[src/sv/ihex_pkg.sv]
package ihex_pkg;

    localparam logic [7:0] CHR_COLON = 8'h3A;
    localparam logic [7:0] CHR_ZERO  = 8'h30;
    localparam logic [7:0] CHR_NINE  = 8'h39;
    localparam logic [7:0] CHR_UA    = 8'h41;
    localparam logic [7:0] CHR_UF    = 8'h46;
    localparam logic [7:0] CHR_LA    = 8'h61;
    localparam logic [7:0] CHR_LF    = 8'h66;
    localparam logic [3:0] DIGIT_TEN = 4'd10;

    localparam logic [1:0] KIND_WRITE = 2'd0;
    localparam logic [1:0] KIND_DONE  = 2'd1;
    localparam logic [1:0] KIND_ERROR = 2'd2;

    localparam logic [1:0] ERR_CHECKSUM = 2'd0;
    localparam logic [1:0] ERR_TYPE     = 2'd1;
    localparam logic [1:0] ERR_DIGIT    = 2'd2;
    localparam logic [1:0] ERR_TRUNC    = 2'd3;

    typedef struct packed {
        logic [7:0] char_code;
        logic       end_of_stream;
    } t_in_word;

    typedef struct packed {
        logic [1:0]  kind;
        logic [15:0] address;
        logic [7:0]  data_byte;
        logic [1:0]  error_code;
    } t_out_word;

    typedef struct packed {
        logic       ok;
        logic       colon;
        logic [3:0] value;
    } t_digit;

endpackage

[src/sv/intel_hex_record_loader.sv]
// path: a character accepted into the input register is parsed from there, and its word
// is registered in the result register that drives o_out_word
// throughput: one character per cycle while the output is not stalled
// a stalled output word holds the parser; the input register then stalls too
// reset: synchronous active-low i_rst_n clears both stage valids and the parser
// state (hunting for colon, not stopped); no clearing pass
module intel_hex_record_loader (
    input  logic                i_clk,
    input  logic                i_rst_n,
    input  logic                i_in_valid,
    output logic                o_in_stall,
    input  ihex_pkg::t_in_word  i_in_word,
    output logic                o_out_valid,
    input  logic                i_out_stall,
    output ihex_pkg::t_out_word o_out_word
);

    // input register stage
    logic                r_in_valid;
    ihex_pkg::t_in_word  r_in_word;

    // result register stage
    logic                r_out_valid;
    ihex_pkg::t_out_word r_out_word;

    logic                w_fire;
    logic                w_res_valid;
    ihex_pkg::t_out_word w_res;

    // parse a character when the result register can take whatever it makes
    assign w_fire     = r_in_valid && (!r_out_valid || !i_out_stall);
    // input register refills whenever its word moves on or it is empty
    assign o_in_stall = r_in_valid && !w_fire;

    ihex_step u_step (
        .i_clk       (i_clk),
        .i_rst_n     (i_rst_n),
        .i_fire      (w_fire),
        .i_word      (r_in_word),
        .o_res_valid (w_res_valid),
        .o_res       (w_res)
    );

    always_ff @(posedge i_clk) begin
        if (!i_rst_n) begin
            r_in_valid  <= 1'b0;
            r_out_valid <= 1'b0;
        end else begin
            if (!o_in_stall) begin
                r_in_valid <= i_in_valid;
            end
            // load a fresh result if one came, else drop the delivered word
            if (w_fire && w_res_valid) begin
                r_out_valid <= 1'b1;
            end else if (r_out_valid && !i_out_stall) begin
                r_out_valid <= 1'b0;
            end
        end
        // payload registers, no reset
        if (!o_in_stall && i_in_valid) begin
            r_in_word <= i_in_word;
        end
        if (w_fire && w_res_valid) begin
            r_out_word <= w_res;
        end
    end

    assign o_out_valid = r_out_valid;
    assign o_out_word  = r_out_word;

endmodule

[src/sv/ihex_digit.sv]
// ascii hex digit decode
module ihex_digit (
    input  logic [7:0]      i_char,
    output ihex_pkg::t_digit o_digit
);

    logic [7:0] w_num;
    logic [7:0] w_upper;
    logic [7:0] w_lower;

    assign w_num   = i_char - ihex_pkg::CHR_ZERO;
    assign w_upper = i_char - ihex_pkg::CHR_UA;
    assign w_lower = i_char - ihex_pkg::CHR_LA;

    always_comb begin
        o_digit.colon = (i_char == ihex_pkg::CHR_COLON);
        o_digit.ok    = 1'b0;
        o_digit.value = '0;
        priority if (i_char >= ihex_pkg::CHR_ZERO && i_char <= ihex_pkg::CHR_NINE) begin
            o_digit.ok    = 1'b1;
            o_digit.value = w_num[3:0];
        end else if (i_char >= ihex_pkg::CHR_UA && i_char <= ihex_pkg::CHR_UF) begin
            o_digit.ok    = 1'b1;
            o_digit.value = w_upper[3:0] + ihex_pkg::DIGIT_TEN;
        end else if (i_char >= ihex_pkg::CHR_LA && i_char <= ihex_pkg::CHR_LF) begin
            o_digit.ok    = 1'b1;
            o_digit.value = w_lower[3:0] + ihex_pkg::DIGIT_TEN;
        end else begin
            // not a hex digit
            o_digit.ok    = 1'b0;
        end
    end

endmodule

[src/sv/ihex_step.sv]
// record parser state and per-character update
module ihex_step (
    input  logic                i_clk,
    input  logic                i_rst_n,
    input  logic                i_fire,
    input  ihex_pkg::t_in_word  i_word,
    output logic                o_res_valid,
    output ihex_pkg::t_out_word o_res
);

    typedef enum logic [2:0] {
        PH_HUNT, PH_COUNT, PH_ADDR_HI, PH_ADDR_LO, PH_TYPE, PH_DATA, PH_CHECK
    } t_phase;

    t_phase      r_phase, n_phase;
    logic        r_low_next, n_low_next;
    logic [3:0]  r_high, n_high;
    logic [7:0]  r_left, n_left;
    logic [15:0] r_addr, n_addr;
    logic        r_type, n_type;
    logic [7:0]  r_sum, n_sum;
    logic        r_stopped, n_stopped;

    ihex_pkg::t_digit w_dig;
    logic [7:0]       w_byte;
    logic [7:0]       w_sum_b;

    ihex_digit u_digit (
        .i_char  (i_word.char_code),
        .o_digit (w_dig)
    );

    assign w_byte  = {r_high, w_dig.value};
    assign w_sum_b = r_sum + w_byte;

    always_comb begin
        n_phase     = r_phase;
        n_low_next  = r_low_next;
        n_high      = r_high;
        n_left      = r_left;
        n_addr      = r_addr;
        n_type      = r_type;
        n_sum       = r_sum;
        n_stopped   = r_stopped;
        o_res_valid = 1'b0;
        o_res       = '0;
        if (i_fire && !r_stopped) begin
            if (r_phase == PH_HUNT) begin
                if (!i_word.end_of_stream && w_dig.colon) begin
                    n_phase    = PH_COUNT;
                    n_low_next = 1'b0;
                    n_high     = '0;
                    n_sum      = '0;
                end
            end else if (i_word.end_of_stream) begin
                n_stopped        = 1'b1;
                o_res_valid      = 1'b1;
                o_res.kind       = ihex_pkg::KIND_ERROR;
                o_res.error_code = ihex_pkg::ERR_TRUNC;
            end else if (!w_dig.ok) begin
                n_stopped        = 1'b1;
                o_res_valid      = 1'b1;
                o_res.kind       = ihex_pkg::KIND_ERROR;
                o_res.error_code = ihex_pkg::ERR_DIGIT;
            end else if (!r_low_next) begin
                n_high     = w_dig.value;
                n_low_next = 1'b1;
            end else begin
                n_low_next = 1'b0;
                n_sum      = w_sum_b;
                unique case (r_phase)
                    PH_COUNT: begin
                        n_left  = w_byte;
                        n_phase = PH_ADDR_HI;
                    end
                    PH_ADDR_HI: begin
                        n_addr  = {w_byte, 8'h00};
                        n_phase = PH_ADDR_LO;
                    end
                    PH_ADDR_LO: begin
                        n_addr  = {r_addr[15:8], w_byte};
                        n_phase = PH_TYPE;
                    end
                    PH_TYPE: begin
                        if (w_byte > 8'd1) begin
                            n_stopped        = 1'b1;
                            o_res_valid      = 1'b1;
                            o_res.kind       = ihex_pkg::KIND_ERROR;
                            o_res.error_code = ihex_pkg::ERR_TYPE;
                        end else begin
                            n_type  = w_byte[0];
                            n_phase = (r_left == 8'd0) ? PH_CHECK : PH_DATA;
                        end
                    end
                    PH_DATA: begin
                        if (!r_type) begin
                            o_res_valid     = 1'b1;
                            o_res.kind      = ihex_pkg::KIND_WRITE;
                            o_res.address   = r_addr;
                            o_res.data_byte = w_byte;
                            n_addr          = r_addr + 16'd1;
                        end
                        n_left = r_left - 8'd1;
                        if (r_left == 8'd1) begin
                            n_phase = PH_CHECK;
                        end
                    end
                    PH_CHECK: begin
                        if (w_sum_b != 8'd0) begin
                            n_stopped        = 1'b1;
                            o_res_valid      = 1'b1;
                            o_res.kind       = ihex_pkg::KIND_ERROR;
                            o_res.error_code = ihex_pkg::ERR_CHECKSUM;
                        end else begin
                            n_phase = PH_HUNT;
                            if (r_type) begin
                                n_stopped   = 1'b1;
                                o_res_valid = 1'b1;
                                o_res.kind  = ihex_pkg::KIND_DONE;
                            end
                        end
                    end
                    default: begin
                        n_phase = PH_HUNT;
                    end
                endcase
            end
        end
    end

    always_ff @(posedge i_clk) begin
        if (!i_rst_n) begin
            r_phase    <= PH_HUNT;
            r_low_next <= 1'b0;
            r_high     <= '0;
            r_left     <= '0;
            r_addr     <= '0;
            r_type     <= 1'b0;
            r_sum      <= '0;
            r_stopped  <= 1'b0;
        end else begin
            r_phase    <= n_phase;
            r_low_next <= n_low_next;
            r_high     <= n_high;
            r_left     <= n_left;
            r_addr     <= n_addr;
            r_type     <= n_type;
            r_sum      <= n_sum;
            r_stopped  <= n_stopped;
        end
    end

endmodule

[config.mk]
export PLATFORM = sky130hd
export DESIGN_NAME = intel_hex_record_loader
export DESIGN_NICKNAME = d
export VERILOG_FILES = /design/src/sv/ihex_pkg.sv /design/src/sv/intel_hex_record_loader.sv /design/src/sv/ihex_digit.sv /design/src/sv/ihex_step.sv
export SDC_FILE = /design/constraint.sdc
export NUM_CORES = 1
export LEC_CHECK = 0
export BUFFER_PORTS_ARGS = -buffer_cell sky130_fd_sc_hd__buf_2
export CAP_MARGIN = 0
export CORE_ASPECT_RATIO = 1.1
export CORE_UTILIZATION = 60
export CTS_BUF_LIST = sky130_fd_sc_hd__clkbuf_2
export CTS_CLUSTER_DIAMETER = 60
export DETAILED_ROUTE_END_ITERATION = 10
export PLACE_DENSITY = 0.85
export SLEW_MARGIN = 25
export SYNTH_ARGS = -nofsm -noshare
export SYNTH_HDL_FRONTEND = slang
export SYNTH_SLANG_ARGS = --single-unit
[constraint.sdc]
create_clock -name i_clk -period 7.1 [get_ports i_clk]
set_input_delay 0.71 -clock i_clk [delete_from_list [all_inputs] [get_ports i_clk]]
set_output_delay 0.71 -clock i_clk [all_outputs]
set_load 0.02 [all_outputs]
==> flow_summary.yaml <==
outcome:
  outcome: "finished, violations left"
  violations: "design-rule violations"
critical_path:
  crit_type: "flip-flop to flip-flop"
  startpoint_type: "flip-flop"
  worstPathArrival_ps: 5730
  critPathMaxFanout: 28
  crit_required_ps: 7370
  end_kind: "flip-flop"
die:
  die_x_um: 84.0
  core-area_um2: 7090
  dieArea_um2: 7750
  die_h_um: 92.2
  placementRows: 32
  io_pins: 43
  start_util_pct: 62.6
yosys:
  synth_area_leaders: "edfxtp_1, dfxtp_1, a21oi_1"
  ys_ff_latch: 81
  synth_ff_type: "dfxtp_1"
  yosysWarnings: 0
  ys_types: 68
  yosys.area.top_type: "edfxtp_1"
  avgSynthCellArea_um2: 9.08
  synthesis.nets: 519
  synth-edff-count: 37
  syn_inst: 489
  netlist_area_um2: 4440
  synth_top_cell_area_share_pct: 25.0
  yosysSeqAreaShare_pct: 44.9
  synthArstFlopShare_pct: 0
cts:
  clock_sinks: 81
  cts_buffer_depth: 2
  numCtsBuffers: 9
  cts.root.buffer_cell: "clkbuf_2"
  cts_tree: "done"
  insertion_delay_ps: 600
  clk_pin_slew_worst_paths_ps: 260
  htree_levels: 3
  cts_setup_buffers: 0
  cts_hold_buf: 0
  cts_resized: 0
global_routing:
  grt_util_met3_pct: 7.11
  grt_overflow: 0
  antenna_found_initial: 0
  top_usage_layer: "met2"
  grt_max_degree: 36
  grt_pass1_vias: 3839
  grt_use_met2_pct: 47.2
  grt_pass1_wl_um: 18300
  grt_use_total_pct: 29.8
  use_met1_pct: 38.5
worst_hold_path:
  holdCritPathClass: "input port to flip-flop"
place:
  dp_hpwl_um: 7550
  dpl_cell_area_um2: 4700
  gp_congestion: 0.988
  place_inst: 597
  preCtsSetupSlack_ps: 1800
  portBuffers: 42
sta:
  finalHoldViolations: 0
  slew_headroom_pct: 19.0
  worst_pin_slew_ps: 1210
  period_needed_ps: 5460
  clock-skew-final_ps: 42.0
  timing.hold.ws_ps: 286
  fin_tns_setup_ps: 0
  setup-violations-final: 0
  slew_viol_final: 0
  period_share_pct: 76.9
  rsz0062_at_grt: "false"
  fmax_mhz: 183
  setup_ws_ps: 1640
drt:
  antenna_left: 0
  num_vias: 4106
  wl_per_cell_um: 18.2
  viasPerCell: 6.70
  drt_wl_total_um: 11100
  drt_pass1_iterations: 8
  dr.first_iter.drc_count: 514
  drcViolationCount: 8
power_and_ir_drop:
  ir_drop_uv: 77.1
  power_uw: 806
  p_leak_nw: 1.72
  power.share.clock_pct: 33.9
  seqPwrFrac_pct: 61.4
  switchingPower_uw: 215
  switching_share_pct: 26.7
  power_frac_comb_pct: 4.7
  power_density_nw_per_um2: 167
  power.internal_uw: 591
layout:
  drive_above_1_share_pct: 14.0
  final_common_cell: "dfxtp_1"
  stdcell_area_um2: 4830
  fin_util_pct: 68.2
  final_cell_count_no_fill: 613
  n_antenna_cell: 0
  final_cell_mix: "dfxtp_1, nor2_1, nand2_1"
  finalNetCount: 553
  syn_to_final_growth_pct: 8.88
run:
  drv_cap: 0
-- logic make-up (layout without fill, tap and decap cells) --
group,count (synthesis),after routing,synth area share (%)
compound gates,154,154,23.6
xor+xnor,5,5,0.987
fa+ha+maj,17,17,4.96
buf+inv,40,79,3.41
flops,81,81,44.9
mux,1,1,0.225
simple gates,191,191,22.0
-- sequential cells by signal, indices dropped and copies added (netlist names) --
register / count
u_step.r_stopped: 1
u_step.r_type: 1
u_step.r_addr: 16
o_out_valid: 1
u_step.r_left: 8
u_step.r_low_next: 1
u_step.r_phase: 3
o_out_word: 28
r_in_valid: 1
u_step.r_high: 4
r_in_word: 9
u_step.r_sum: 8
-- worst paths after layout --
check | cells after the start | end | startpoint | slack [ps]
min reg2reg | 2 | u_step.r_left[6] | u_step.r_left[6] | 490
max reg2reg | 13 | o_out_word[26] | r_in_word[4] | 1640
min | 1 | r_in_word[7] | i_in_word[7] | 290
max | 13 | o_out_word[26] | r_in_word[4] | 1640
-- layout make-up --
| cell class | instances | area [um2] |
|---|---|---|
| Fill cell | 560 | 2250 |
| Timing Repair Buffer | 46 | 240 |
| Clock buffer | 9 | 45.0 |
| Sequential cell | 81 | 1990 |
| Multi-Input combinational cell | 368 | 2300 |
| Tap cell | 85 | 106 |
| Inverter | 17 | 63.8 |
| Clock inverter | 7 | 83.8 |
-- Yosys cell counts, drive strengths merged (4+ instances only) --
| cell | count |
|---|---|
| dfxtp | 44 |
| nor2 | 44 |
| nand2 | 43 |
| a21oi | 41 |
| edfxtp | 37 |
| o21ai | 30 |
| and3 | 28 |
| clkbuf | 22 |
| nor3 | 21 |
| ha | 16 |
| inv | 16 |
| nand3 | 12 |
| nor2b | 8 |
| a211oi | 7 |
| a31oi | 7 |
| o31ai | 7 |
| a22oi | 6 |
| or3 | 6 |
| o211ai | 5 |
| o22ai | 5 |
| a221oi | 4 |
| nor3b | 4 |
| nor4 | 4 |
| o21bai | 4 |
| o2bb2ai | 4 |
-- power by group through the flow --
stage               logic, mW  registers (mW)  clock network (mW)
floorplan              0.0241           0.502                   0
global placement       0.0347           0.504                   0
detailed placement     0.0363           0.505                   0
CTS                    0.0366           0.495               0.272
global route           0.0411           0.497               0.292
finish                 0.0376           0.496               0.273
-- worst max-delay path, cell delays in order (launching register included) --
cell,delay [ps]
edfxtp_1,520
or4b_1,630
nor3_1,460
nor2_1,130
a311oi_1,940
ha_1,420
a211oi_1,350
nor2_1,140
o311ai_0,540
a2111oi_0,140
buf_4,190
a21bo_2,220
a21oi_2,120
buf_4,360
-- routing by layer --
| metal | wire, um | up-vias |
|---|---|---|
| met1 | 4600 | 1885 |
| li1 | - | 1926 |
| met4 | 369 | 0 |
| met5 | 0 | - |
| met2 | 5140 | 247 |
| met3 | 1040 | 48 |
Note: power is estimated with default switching activity, not from simulation.
